==> src/hdl/dtt_pkg.sv <==
`timescale 1ns / 1ps
`default_nettype none

package dtt_pkg;

    // Command codes on the input channel
    localparam logic [2:0] CMD_ADD     = 3'd0;
    localparam logic [2:0] CMD_CANCEL  = 3'd1;
    localparam logic [2:0] CMD_REFRESH = 3'd2;
    localparam logic [2:0] CMD_RESET   = 3'd3;
    localparam logic [2:0] CMD_EXPIRE  = 3'd4;
    localparam logic [2:0] CMD_NEXT    = 3'd5;

    // Result status codes
    localparam logic STATUS_OK   = 1'b0;
    localparam logic STATUS_FAIL = 1'b1;

    // Backward clock step that expires everything
    localparam logic [63:0] HOUR_MS = 64'd3600000;
    localparam logic [63:0] ALL_ONES = '1;

    // Most timers fired by one expire
    localparam int MAX_RESULTS = 16;

endpackage

`default_nettype wire

==> src/hdl/deadline_timer_table_top.sv <==
// Deadline timer table: NUM_TIMERS numbered one-shot or recurring millisecond
// timers with add, cancel, refresh, reset, expire and next-deadline commands.
// One command is worked at a time; s_ready is high only when the sequencer is
// idle. Deadlines sit in a RAM with one read and one write port that a shared
// 64-bit compare unit walks one slot per cycle. Add and next walk the table, as
// does a reset that moves the deadline; cancel and refresh do not. Expire scans
// once to find due timers and then once more per fired timer, at most 16 per
// command. Each result beat waits in an output register.
`timescale 1ns / 1ps
`default_nettype none

module deadline_timer_table_top #(
    parameter int NUM_TIMERS = 16
) (
    input  wire logic        aclk,
    input  wire logic        aresetn,
    input  wire logic        s_valid,
    output logic             s_ready,
    input  wire logic [2:0]  s_cmd,
    input  wire logic [3:0]  s_timer_id,
    input  wire logic [31:0] s_interval_ms,
    input  wire logic        s_recurring,
    input  wire logic        s_restart_now,
    input  wire logic [63:0] s_now_ms,
    input  wire logic        s_query_next,
    output logic             m_valid,
    input  wire logic        m_ready,
    output logic             m_status,
    output logic             m_fired,
    output logic [3:0]       m_fired_id,
    output logic [63:0]      m_time_left,
    output logic             m_front_notice,
    output logic             m_clock_jumped,
    output logic             m_any_armed,
    output logic             m_last
);

    localparam int IW = $clog2(NUM_TIMERS);
    localparam int CW = IW + 1;

    typedef enum logic [3:0] {
        S_IDLE, S_START, S_SLOT, S_RST2, S_SCAN, S_AFTER, S_FIRE, S_FIRE2, S_EMIT
    } state_t;

    typedef enum logic [1:0] {SM_EARLY, SM_DUE, SM_PICK} scan_mode_t;

    state_t state_reg, state_next;
    scan_mode_t mode_reg, mode_next;

    logic [2:0]  cmd_reg, cmd_next;
    logic [3:0]  id_reg, id_next;
    logic [31:0] ivl_reg, ivl_next;
    logic        rec_reg, rec_next;
    logic        fnow_reg, fnow_next;
    logic [63:0] now_reg, now_next;
    logic        query_reg, query_next;

    logic [NUM_TIMERS-1:0] armed_reg, armed_next;
    logic [NUM_TIMERS-1:0] rep_reg, rep_next;
    logic [NUM_TIMERS-1:0] due_reg, due_next;
    logic        notice_reg, notice_next;
    logic [63:0] prev_reg, prev_next;

    logic [CW-1:0] scan_cnt_reg, scan_cnt_next;
    logic          cmp_vld_reg, cmp_vld_next;
    logic [IW-1:0] cmp_idx_reg, cmp_idx_next;
    logic          best_vld_reg, best_vld_next;
    logic [63:0]   best_dl_reg, best_dl_next;
    logic [IW-1:0] best_idx_reg, best_idx_next;
    logic [CW-1:0] due_cnt_reg, due_cnt_next;
    logic          jump_reg, jump_next;
    logic          final_any_reg, final_any_next;
    logic [4:0]    fire_tot_reg, fire_tot_next;
    logic [4:0]    fire_cnt_reg, fire_cnt_next;
    logic [63:0]   acc_reg, acc_next;

    logic        res_status_reg, res_status_next;
    logic        res_fired_reg, res_fired_next;
    logic [3:0]  res_id_reg, res_id_next;
    logic [63:0] res_left_reg, res_left_next;
    logic        res_front_reg, res_front_next;
    logic        res_jump_reg, res_jump_next;
    logic        res_final_reg, res_final_next;
    logic        res_last_reg, res_last_next;

    logic        m_valid_reg, m_valid_next;
    logic        m_status_reg, m_status_next;
    logic        m_fired_reg, m_fired_next;
    logic [3:0]  m_fired_id_reg, m_fired_id_next;
    logic [63:0] m_time_left_reg, m_time_left_next;
    logic        m_front_reg, m_front_next;
    logic        m_jump_reg, m_jump_next;
    logic        m_any_reg, m_any_next;
    logic        m_last_reg, m_last_next;

    // Slot stores
    logic [63:0] dl_mem [NUM_TIMERS];
    logic [31:0] per_mem [NUM_TIMERS];
    logic [63:0] dl_rd_reg;
    logic [31:0] per_rd_reg;
    logic        dl_we, per_we;
    logic [IW-1:0] wr_addr, rd_addr;
    logic [63:0] dl_wd;
    logic [31:0] per_wd;

    // Shared saturating adder
    logic [63:0] add_a;
    logic [31:0] add_b;
    logic [64:0] add_sum;
    logic [63:0] add_sat;

    logic [IW-1:0] slot;
    logic          id_ok, slot_armed, start_scan;
    logic [2:0]    op;

    assign slot       = IW'(id_reg);
    assign id_ok      = 32'(id_reg) < 32'(NUM_TIMERS);
    assign slot_armed = id_ok && armed_reg[slot];
    assign op         = query_reg ? dtt_pkg::CMD_NEXT : cmd_reg;

    assign add_sum = {1'b0, add_a} + {33'd0, add_b};
    assign add_sat = add_sum[64] ? dtt_pkg::ALL_ONES : add_sum[63:0];

    assign s_ready        = (state_reg == S_IDLE);
    assign m_valid        = m_valid_reg;
    assign m_status       = m_status_reg;
    assign m_fired        = m_fired_reg;
    assign m_fired_id     = m_fired_id_reg;
    assign m_time_left    = m_time_left_reg;
    assign m_front_notice = m_front_reg;
    assign m_clock_jumped = m_jump_reg;
    assign m_any_armed    = m_any_reg;
    assign m_last         = m_last_reg;

    // Memory ports
    always_ff @(posedge aclk) begin
        if (dl_we) begin
            dl_mem[wr_addr] <= dl_wd;
        end
        if (per_we) begin
            per_mem[wr_addr] <= per_wd;
        end
        dl_rd_reg  <= dl_mem[rd_addr];
        per_rd_reg <= per_mem[rd_addr];
    end

    // Sequencer
    always_comb begin
        state_next     = state_reg;
        mode_next      = mode_reg;
        cmd_next       = cmd_reg;
        id_next        = id_reg;
        ivl_next       = ivl_reg;
        rec_next       = rec_reg;
        fnow_next      = fnow_reg;
        now_next       = now_reg;
        query_next     = query_reg;
        armed_next     = armed_reg;
        rep_next       = rep_reg;
        due_next       = due_reg;
        notice_next    = notice_reg;
        prev_next      = prev_reg;
        scan_cnt_next  = scan_cnt_reg;
        cmp_vld_next   = 1'b0;
        cmp_idx_next   = cmp_idx_reg;
        best_vld_next  = best_vld_reg;
        best_dl_next   = best_dl_reg;
        best_idx_next  = best_idx_reg;
        due_cnt_next   = due_cnt_reg;
        jump_next      = jump_reg;
        final_any_next = final_any_reg;
        fire_tot_next  = fire_tot_reg;
        fire_cnt_next  = fire_cnt_reg;
        acc_next       = acc_reg;
        res_status_next = res_status_reg;
        res_fired_next  = res_fired_reg;
        res_id_next     = res_id_reg;
        res_left_next   = res_left_reg;
        res_front_next  = res_front_reg;
        res_jump_next   = res_jump_reg;
        res_final_next  = res_final_reg;
        res_last_next   = res_last_reg;
        m_valid_next     = m_valid_reg;
        m_status_next    = m_status_reg;
        m_fired_next     = m_fired_reg;
        m_fired_id_next  = m_fired_id_reg;
        m_time_left_next = m_time_left_reg;
        m_front_next     = m_front_reg;
        m_jump_next      = m_jump_reg;
        m_any_next       = m_any_reg;
        m_last_next      = m_last_reg;
        dl_we   = 1'b0;
        per_we  = 1'b0;
        wr_addr = slot;
        rd_addr = slot;
        dl_wd   = add_sat;
        per_wd  = ivl_reg;
        add_a   = now_reg;
        add_b   = ivl_reg;
        start_scan = 1'b0;

        // Drop the output beat once taken
        if (m_valid_reg && m_ready) begin
            m_valid_next = 1'b0;
        end

        case (state_reg)
            S_IDLE: begin
                if (s_valid) begin
                    cmd_next   = s_cmd;
                    id_next    = s_timer_id;
                    ivl_next   = s_interval_ms;
                    rec_next   = s_recurring;
                    fnow_next  = s_restart_now;
                    now_next   = s_now_ms;
                    query_next = s_query_next;
                    state_next = S_START;
                end
            end

            S_START: begin
                // Default: one plain result beat
                res_status_next = dtt_pkg::STATUS_OK;
                res_fired_next  = 1'b0;
                res_id_next     = '0;
                res_left_next   = '0;
                res_front_next  = 1'b0;
                res_jump_next   = 1'b0;
                res_final_next  = 1'b0;
                res_last_next   = 1'b1;
                state_next      = S_EMIT;
                case (op)
                    dtt_pkg::CMD_NEXT: begin
                        notice_next = 1'b0;
                        mode_next   = SM_EARLY;
                        start_scan  = 1'b1;
                    end
                    dtt_pkg::CMD_ADD: begin
                        if (!id_ok || slot_armed) begin
                            res_status_next = dtt_pkg::STATUS_FAIL;
                        end else begin
                            dl_we = 1'b1;
                            per_we = 1'b1;
                            armed_next[slot] = 1'b1;
                            rep_next[slot] = rec_reg;
                            mode_next  = SM_EARLY;
                            start_scan = 1'b1;
                        end
                    end
                    dtt_pkg::CMD_CANCEL: begin
                        if (slot_armed) begin
                            armed_next[slot] = 1'b0;
                        end else begin
                            res_status_next = dtt_pkg::STATUS_FAIL;
                        end
                    end
                    dtt_pkg::CMD_REFRESH, dtt_pkg::CMD_RESET: begin
                        if (slot_armed) begin
                            state_next = S_SLOT;
                        end else begin
                            res_status_next = dtt_pkg::STATUS_FAIL;
                        end
                    end
                    dtt_pkg::CMD_EXPIRE: begin
                        if (|armed_reg) begin
                            jump_next = (prev_reg >= dtt_pkg::HOUR_MS) &&
                                        (now_reg < prev_reg - dtt_pkg::HOUR_MS);
                            prev_next    = now_reg;
                            due_next     = '0;
                            due_cnt_next = '0;
                            mode_next    = SM_DUE;
                            start_scan   = 1'b1;
                        end
                    end
                    default: begin
                        res_status_next = dtt_pkg::STATUS_FAIL;
                    end
                endcase
            end

            S_SLOT: begin
                state_next = S_EMIT;
                if (op == dtt_pkg::CMD_REFRESH) begin
                    add_b = per_rd_reg;
                    dl_we = 1'b1;
                end else if (ivl_reg != per_rd_reg || fnow_reg) begin
                    // Pick the restart point
                    if (fnow_reg) begin
                        acc_next = now_reg;
                    end else if (dl_rd_reg >= {32'd0, per_rd_reg}) begin
                        acc_next = dl_rd_reg - {32'd0, per_rd_reg};
                    end else begin
                        acc_next = '0;
                    end
                    state_next = S_RST2;
                end
            end

            S_RST2: begin
                add_a  = acc_reg;
                dl_we  = 1'b1;
                per_we = 1'b1;
                mode_next  = SM_EARLY;
                start_scan = 1'b1;
            end

            S_SCAN: begin
                // Issue one slot read per cycle
                rd_addr = scan_cnt_reg[IW-1:0];
                if (scan_cnt_reg != CW'(NUM_TIMERS)) begin
                    cmp_vld_next  = 1'b1;
                    cmp_idx_next  = scan_cnt_reg[IW-1:0];
                    scan_cnt_next = scan_cnt_reg + 1'b1;
                end
                // Compare the returning deadline
                if (cmp_vld_reg) begin
                    case (mode_reg)
                        SM_DUE: begin
                            if (armed_reg[cmp_idx_reg] &&
                                (jump_reg || dl_rd_reg <= now_reg)) begin
                                due_next[cmp_idx_reg] = 1'b1;
                                due_cnt_next = due_cnt_reg + 1'b1;
                            end
                        end
                        default: begin
                            if ((mode_reg == SM_PICK ? due_reg[cmp_idx_reg]
                                                     : armed_reg[cmp_idx_reg]) &&
                                (!best_vld_reg || dl_rd_reg < best_dl_reg)) begin
                                best_vld_next = 1'b1;
                                best_dl_next  = dl_rd_reg;
                                best_idx_next = cmp_idx_reg;
                            end
                        end
                    endcase
                    if (cmp_idx_reg == IW'(NUM_TIMERS - 1)) begin
                        state_next = S_AFTER;
                    end
                end
            end

            S_AFTER: begin
                state_next = S_EMIT;
                case (op)
                    dtt_pkg::CMD_NEXT: begin
                        if (!best_vld_reg) begin
                            res_left_next = dtt_pkg::ALL_ONES;
                        end else if (now_reg >= best_dl_reg) begin
                            res_left_next = '0;
                        end else begin
                            res_left_next = best_dl_reg - now_reg;
                        end
                    end
                    dtt_pkg::CMD_EXPIRE: begin
                        if (mode_reg == SM_PICK) begin
                            state_next = S_FIRE;
                        end else begin
                            final_any_next = (32'(due_cnt_reg) > dtt_pkg::MAX_RESULTS) ||
                                             (|(armed_reg & (rep_reg | ~due_reg)));
                            fire_tot_next = (32'(due_cnt_reg) > dtt_pkg::MAX_RESULTS)
                                            ? 5'(dtt_pkg::MAX_RESULTS) : 5'(due_cnt_reg);
                            fire_cnt_next = '0;
                            res_jump_next = jump_reg;
                            if (due_cnt_reg != '0) begin
                                state_next = S_SCAN;
                                mode_next  = SM_PICK;
                                start_scan = 1'b1;
                            end
                        end
                    end
                    default: begin
                        // Add or reset: flag a new front timer
                        if (best_vld_reg && best_idx_reg == slot && !notice_reg) begin
                            res_front_next = 1'b1;
                            notice_next    = 1'b1;
                        end
                    end
                endcase
            end

            S_FIRE: begin
                rd_addr    = best_idx_reg;
                state_next = S_FIRE2;
            end

            S_FIRE2: begin
                // Re-arm or disarm the picked timer
                wr_addr = best_idx_reg;
                add_b   = per_rd_reg;
                if (rep_reg[best_idx_reg]) begin
                    dl_we = 1'b1;
                end else begin
                    armed_next[best_idx_reg] = 1'b0;
                end
                due_next[best_idx_reg] = 1'b0;
                res_fired_next = 1'b1;
                res_id_next    = 4'(best_idx_reg);
                res_jump_next  = jump_reg;
                res_final_next = 1'b1;
                res_last_next  = (fire_cnt_reg + 1'b1 == fire_tot_reg);
                fire_cnt_next  = fire_cnt_reg + 1'b1;
                state_next     = S_EMIT;
            end

            S_EMIT: begin
                // Hand the beat to the output register
                if (!m_valid_reg || m_ready) begin
                    m_valid_next     = 1'b1;
                    m_status_next    = res_status_reg;
                    m_fired_next     = res_fired_reg;
                    m_fired_id_next  = res_id_reg;
                    m_time_left_next = res_left_reg;
                    m_front_next     = res_front_reg;
                    m_jump_next      = res_jump_reg;
                    m_any_next       = res_final_reg ? final_any_reg : (|armed_reg);
                    m_last_next      = res_last_reg;
                    if (res_last_reg) begin
                        state_next = S_IDLE;
                    end else begin
                        mode_next  = SM_PICK;
                        start_scan = 1'b1;
                    end
                end
            end

            default: begin
                state_next = S_IDLE;
            end
        endcase

        // Open a fresh slot walk
        if (start_scan) begin
            state_next    = S_SCAN;
            scan_cnt_next = '0;
            cmp_vld_next  = 1'b0;
            best_vld_next = 1'b0;
        end
    end

    always_ff @(posedge aclk) begin
        if (!aresetn) begin
            state_reg    <= S_IDLE;
            mode_reg     <= SM_EARLY;
            armed_reg    <= '0;
            rep_reg      <= '0;
            due_reg      <= '0;
            notice_reg   <= 1'b0;
            prev_reg     <= '0;
            scan_cnt_reg <= '0;
            cmp_vld_reg  <= 1'b0;
            best_vld_reg <= 1'b0;
            due_cnt_reg  <= '0;
            fire_tot_reg <= '0;
            fire_cnt_reg <= '0;
            m_valid_reg  <= 1'b0;
        end else begin
            state_reg    <= state_next;
            mode_reg     <= mode_next;
            armed_reg    <= armed_next;
            rep_reg      <= rep_next;
            due_reg      <= due_next;
            notice_reg   <= notice_next;
            prev_reg     <= prev_next;
            scan_cnt_reg <= scan_cnt_next;
            cmp_vld_reg  <= cmp_vld_next;
            best_vld_reg <= best_vld_next;
            due_cnt_reg  <= due_cnt_next;
            fire_tot_reg <= fire_tot_next;
            fire_cnt_reg <= fire_cnt_next;
            m_valid_reg  <= m_valid_next;
        end
        cmd_reg        <= cmd_next;
        id_reg         <= id_next;
        ivl_reg        <= ivl_next;
        rec_reg        <= rec_next;
        fnow_reg       <= fnow_next;
        now_reg        <= now_next;
        query_reg      <= query_next;
        cmp_idx_reg    <= cmp_idx_next;
        best_dl_reg    <= best_dl_next;
        best_idx_reg   <= best_idx_next;
        jump_reg       <= jump_next;
        final_any_reg  <= final_any_next;
        acc_reg        <= acc_next;
        res_status_reg <= res_status_next;
        res_fired_reg  <= res_fired_next;
        res_id_reg     <= res_id_next;
        res_left_reg   <= res_left_next;
        res_front_reg  <= res_front_next;
        res_jump_reg   <= res_jump_next;
        res_final_reg  <= res_final_next;
        res_last_reg   <= res_last_next;
        m_status_reg    <= m_status_next;
        m_fired_reg     <= m_fired_next;
        m_fired_id_reg  <= m_fired_id_next;
        m_time_left_reg <= m_time_left_next;
        m_front_reg     <= m_front_next;
        m_jump_reg      <= m_jump_next;
        m_any_reg       <= m_any_next;
        m_last_reg      <= m_last_next;
    end

endmodule

`default_nettype wire
==> config.mk <==
export PLATFORM = sky130hd
export DESIGN_NAME = deadline_timer_table_top
export DESIGN_NICKNAME = d
export VERILOG_FILES = /design/src/hdl/dtt_pkg.sv /design/src/hdl/deadline_timer_table_top.sv
export SDC_FILE = /design/constraint.sdc
export NUM_CORES = 2
export LEC_CHECK = 0
export BUFFER_PORTS_ARGS = -buffer_cell sky130_fd_sc_hd__buf_2
export CORE_MARGIN = 3
export CORE_UTILIZATION = 57
export CTS_CLUSTER_DIAMETER = 80
export DETAILED_ROUTE_END_ITERATION = 10
export HOLD_SLACK_MARGIN = 0.15
export PLACE_DENSITY = 0.81
export SLEW_MARGIN = 30
export SYNTH_ARGS = -nofsm -noshare
export SYNTH_HDL_FRONTEND = slang
export SYNTH_SLANG_ARGS = --single-unit
==> constraint.sdc <==
create_clock -name aclk -period 7.5 [get_ports aclk]
set_input_delay 1.5 -clock aclk [delete_from_list [all_inputs] [get_ports aclk]]
set_output_delay 1.5 -clock aclk [all_outputs]
set_load 0.05 [all_outputs]
; Yosys cells after proc, flatten, opt, wreduce, memory -nomap -nowiden
; Memory sizes are Yosys's and may differ from the RTL's. A register that Yosys moved wholly into a read port is not among the register bits.
; Cells that the tools add are included.
[totals]
register_bits = 533
ram_bits = 1536
in_bits = 110
out_inout_bits = 76
n_memories = 2
[classes]
addsub = 7
magnitude_cmp = 13
n_eq_ne = 49
n_mux = 109
bitwise_logic = 17
n_reduce_logical = 53
[memory_table]
columns = memory, depth, word_bits, rd, rd_ports_with_merged_regs, write_ports, line_no
row1 = dl_mem, 16, 64, 1, 1, 1, deadline_timer_table_top.sv:97  ; logic [63:0] dl_mem [NUM_TIMERS];
row2 = per_mem, 16, 32, 1, 1, 1, deadline_timer_table_top.sv:98  ; logic [31:0] per_mem [NUM_TIMERS];
[op_table]
columns = cell, count
row1 = $mux W64, 7
row2 = $lt A64 B64 Y1, 2
row3 = $mux W16, 8
row4 = $pmux W64 S2, 1
row5 = $add A64 B32 Y65, 1
row6 = $and A16 B16 Y16, 4
row7 = $ge A64 B22 Y1 const B, 1
row8 = $ge A64 B32 Y1, 1
row9 = $ge A64 B64 Y1, 1
row10 = $le A64 B64 Y1, 1
row11 = $pmux W16 S2, 2
row12 = $pmux W32 S2, 1
row13 = $sub A64 B22 Y64 const B, 1
row14 = $sub A64 B32 Y64, 1
row15 = $sub A64 B64 Y64, 1
row16 = $mux W4, 13
row17 = $not A16 Y16, 3
row18 = $or A16 B16 Y16, 3
row19 = $pmux W16 S3, 1
row20 = $mux W5, 8
row21 = $ne A2 B2 Y1 const B, 18
row22 = $pmux W4 S9, 1
row23 = $mux W1, 33
row24 = $mux W32, 1
row25 = other kinds (53), 134

; Logic depth before layout (Yosys ltp)
[logic_depth]
depth_word = 9
mapped_depth = 22

; Worst setup path after synthesis
; OpenSTA, ideal clock, no wires.
[synth_timing]
path_kind = register to register
startpoint = register best_dl_reg[9]
endpoint = register best_dl_reg[0] (enable)
setup_time_ps = 595
arrival_time_ps = 6893
t_required_ps = 6905
slack_ps = 11
stages_incl_launch_ff = 13
n_path_buf = 0
path_cell_list = edfxtp_1 > inv_1 > ha_1 > a21o_1 > a21o_1 > a21oi_1 > o21ai_0 > a21o_1 > a221oi_1 > nor3_1 > nor4_1 > o21ai_0 > a211oi_1
[synth_via]
elab_chain_len = 4
[synth_lines]
columns = item, line_no
row1 = "start, declared", deadline_timer_table_top.sv:68  ; logic [63:0] best_dl_reg, best_dl_next;
row2 = "start signal, assigned", deadline_timer_table_top.sv:479  ; best_dl_reg <= best_dl_next;
row3 = $lt A64 B64 Y1, deadline_timer_table_top.sv:328  ; (!best_vld_reg || dl_rd_reg < best_dl_reg)) begin
row4 = $logic_or A1 B1 Y1, deadline_timer_table_top.sv:328
row5 = $logic_and A1 B1 Y1, deadline_timer_table_top.sv:327  ; : armed_reg[cmp_idx_reg]) &&
row6 = $reduce_and A4 Y1 (no line), --
; Every way passes these cells.
; A chain may end at the register's enable or synchronous reset.

; Final worst setup path
[layout_timing]
startpoint = register state_reg[1]
endpoint = memory dl_mem[4][42], data pin
[layout_via]
elab_chain_len = 4
[layout_lines]
columns = item, line_no
row1 = "start, declared", deadline_timer_table_top.sv:47  ; state_t state_reg, state_next;
row2 = "start signal, assigned", deadline_timer_table_top.sv:456  ; state_reg <= state_next;
row3 = $eq A4 B3 Y1 or $eq A4 B2 Y1 (tied branches), deadline_timer_table_top.sv:207  ; case (state_reg)
row4 = $pmux W32 S2 or $mux W64 (tied branches), deadline_timer_table_top.sv:207
row5 = $add A64 B32 Y65 *, deadline_timer_table_top.sv:121  ; assign add_sum = {1'b0, add_a} + {33'd0, add_b};
row6 = $mux W64 *, deadline_timer_table_top.sv:122  ; assign add_sat = add_sum[64] ? dtt_pkg::ALL_ONES : add_sum[63:0];
row7 = named net add_sat[42], deadline_timer_table_top.sv:110  ; logic [63:0] add_sat;
row8 = "end, declared", deadline_timer_table_top.sv:97
; The timed path passes the listed nets; every way through them passes the cells marked *.

==> flow_metrics.tcl <==
set metrics [dict create \
    status "finished, final reports clean" \
    clkSinkCount 2165 \
    ir_worst_vdd_v 0.000336 \
    worstPathArrival_ns 7.51 \
    p_int_w 0.0267 \
    tightest_slew_ns 1.04 \
    min_period_over_period 0.941 \
    finalSetupTns_ns 0 \
    synth_cells 6513 \
    slew_viol_final 0 \
    dpl.hpwl_um 163000 \
    setup_ws_ns 0.443 \
    reg_top3 "dl_mem (1024), per_mem (512)" \
    grtUsageTotal 0.309 \
    chipWidth_um 417 \
    rsz0062_at_grt "false" \
    synth_area_um2 96400 \
    synth-edff-count 1927 \
    yosysSeqAreaShare 0.650 \
    grt_overflow_total 0 \
    final_common_cell "edfxtp_1" \
    largest_reg_flops 1024 \
    critical_path_class "reg -> reg" \
    relSlewSlack 0.307 \
    clock_path_buffers 3 \
    yosysWarnings 0 \
    cp_max_fo 62 \
    clock_latency_ns 0.87 \
    yosysUniqueCellTypes 89 \
    crit_start "state_reg[1]" \
    design.die.area_um2 174000 \
    switching_share 0.356 \
    vias 61100 \
    synth_area_leader_cell "edfxtp_1" \
    place_area_um2 100000 \
    nets 7164 \
    crit_path_cell_trace "nor4b_1 > a21oi_4 > buf_4 > nand2_1 > o21ai_0 > fa_1 > a21o_1 > a21oi_1 > nor2b_1 > o2111ai_1 > or4b_2 > a21oi_1 > o21ai_1 > nand3_1 > nor2_1 > nand2_2 > buf_4 > nand2_1" \
    hold_viol_final 0 \
    power.density_nw_per_um2 386 \
    mostFrequentLayoutCells "edfxtp_1, nand2_1, mux4_2, a21oi_1, ha_1" \
    vias_per_cell 6.70 \
    power_frac_comb 0.340 \
    grt_max_degree 115 \
    cts.repair.resized 0 \
    areaGrowthSynthToFinish_pct 11.3 \
    hold_buffers 0 \
    p_leak_nw 37.4 \
    grt_pass1_wl_um 397000 \
    wl_per_cell_um 29.7 \
    synth_seq_cells 2165 \
    pin_count 186 \
    antenna_found_initial 7 \
    grt_pass1_vias 60300 \
    finalSetupViolCount 0 \
    post-route-drc-count 0 \
    drive_above_1_share 0.164 \
    postCtsSetupBuffers 0 \
    whs_ns 0.415 \
    die_y_um 417 \
    critical-path-max-stage-delay_ns 0.82 \
    drt_wl_total_um 270000 \
    crit_family "simple AND/OR/NAND/NOR gates" \
    antenna_left 0 \
    synth_async_sr_flop_share 0 \
    start_util 0.575 \
    syn_area_per_cell_um2 14.8 \
    numPortBuffers 185 \
    cts_tree "yes" \
    path_buf_inv 2 \
    reg2reg_from "state_reg[1]" \
    post-route-min-period_ns 7.06 \
    min_path_type "reg -> reg" \
    power_frac_clock 0.254 \
    cp_slowest_cell "dfxtp_1" \
    largest_register "dl_mem" \
    root_buffer "clkbuf_16" \
    p_seq_frac 0.407 \
    htree_levels 4 \
    synth.top_cell.area_share 0.600 \
    dpl_worst_slack_ns 0.639 \
    max_cap_violations 0 \
    fmax_ghz 0.142 \
    coreArea_um2 168000 \
    clkTransAtPathRegs_ns 0.07 \
    synthFlopType "edfxtp_1" \
    min_from "res_left_reg[21]" \
    finClkSkew_ns 0.0480 \
    cp-start-kind "register" \
    syn_nets 6950 \
    drt_iter0_drc 8636 \
    final_cell_area_um2 107000 \
    required_ns 7.95 \
    gp_congestion 0.958 \
    end_kind "register" \
    dr.pass1.iters 8 \
    yosys-top-cells-area "edfxtp_1, mux4_2, dfxtp_1" \
    std_cell_rows 150 \
    cts_buffers 202 \
    switchingPower_w 0.0148 \
]
-- cell usage after synthesis (all sizes together), types with 6 or more instances --
| master | number |
|---|---|
| ha | 324 |
| and4 | 7 |
| nand2b | 52 |
| nand3b | 10 |
| a221oi | 6 |
| a22oi | 6 |
| mux4 | 404 |
| and3 | 26 |
| inv | 229 |
| nor3b | 8 |
| xnor2 | 123 |
| a21oi | 371 |
| o22ai | 23 |
| nor2b | 138 |
| nand3 | 112 |
| o21ai | 321 |
| or3 | 22 |
| nand2 | 545 |
| or2 | 14 |
| o21bai | 22 |
| mux2i | 158 |
| a311oi | 6 |
| o211ai | 21 |
| or4 | 14 |
| o31ai | 32 |
| a21o | 130 |
| and2 | 18 |
| nand4 | 89 |
| a211oi | 115 |
| clkbuf | 206 |
| a22o | 7 |
| a31oi | 24 |
| edfxtp | 1927 |
| o21a | 25 |
| a21boi | 91 |
| nor3 | 64 |
| dfxtp | 238 |
| nor4 | 40 |
| buf | 86 |
| nor2 | 244 |
| xor2 | 141 |
-- kinds of logic after synthesis --
family | count (synthesis) | share of synthesized area
buf+inv | 522 | 0.0212
compound gates | 1251 | 0.0804
xor+xnor | 264 | 0.0240
mux | 565 | 0.111
flops | 2165 | 0.650
fa+ha+maj | 327 | 0.0427
simple gates | 1419 | 0.0711
-- routing by layer --
| metal | vias to the layer above | GRT usage | share of wire |
|---|---|---|---|
| met4 | 8 | 0.155 | 0.056 |
| met2 | 4523 | 0.466 | 0.45 |
| met1 | 30100 | 0.417 | 0.36 |
| li1 | 25600 | - | - |
| met5 | - | 0 | 0.00016 |
| met3 | 841 | 0.0854 | 0.13 |
-- final cells by class --
type / count / area, um^2
multi-input cells: 3826 / 32200
flip-flops and latches: 2165 / 62600
diodes: 2 / 5.00
well taps: 2204 / 2760
repair buffers: 302 / 2160
clock buffers: 241 / 5360
inverters: 230 / 863
fillers: 11200 / 60300
clock inverters: 140 / 1390
-- worst paths after layout --
path,endpoint,slack [ns],cells after the start
setup / recovery,dl_mem[4][42],0.44,18
hold / removal,m_time_left[21],0.42,0
setup reg to reg,dl_mem[4][42],0.44,18
hold reg to reg,m_time_left[21],0.42,0
-- power groups by stage --
stage	sequential (W)	clock, W	combinational [W]
floorplan	0.0165	0	0.00958
global placement	0.0169	0	0.0130
detailed placement	0.0170	0	0.0134
CTS	0.0168	0.0106	0.0138
global route	0.0169	0.0110	0.0152
finish	0.0168	0.0105	0.0141
-- through the flow --
step	std cells	total power, W	util
after floorplan	6513	0.0261	-
after global placement	8723	0.0300	0.599
after detailed placement	8724	0.0305	0.599
after CTS	9105	0.0411	0.640
after global routing	9108	0.0430	0.640
final	9110	0.0414	0.640
No activity file was read; power rests on OpenSTA's default activity.
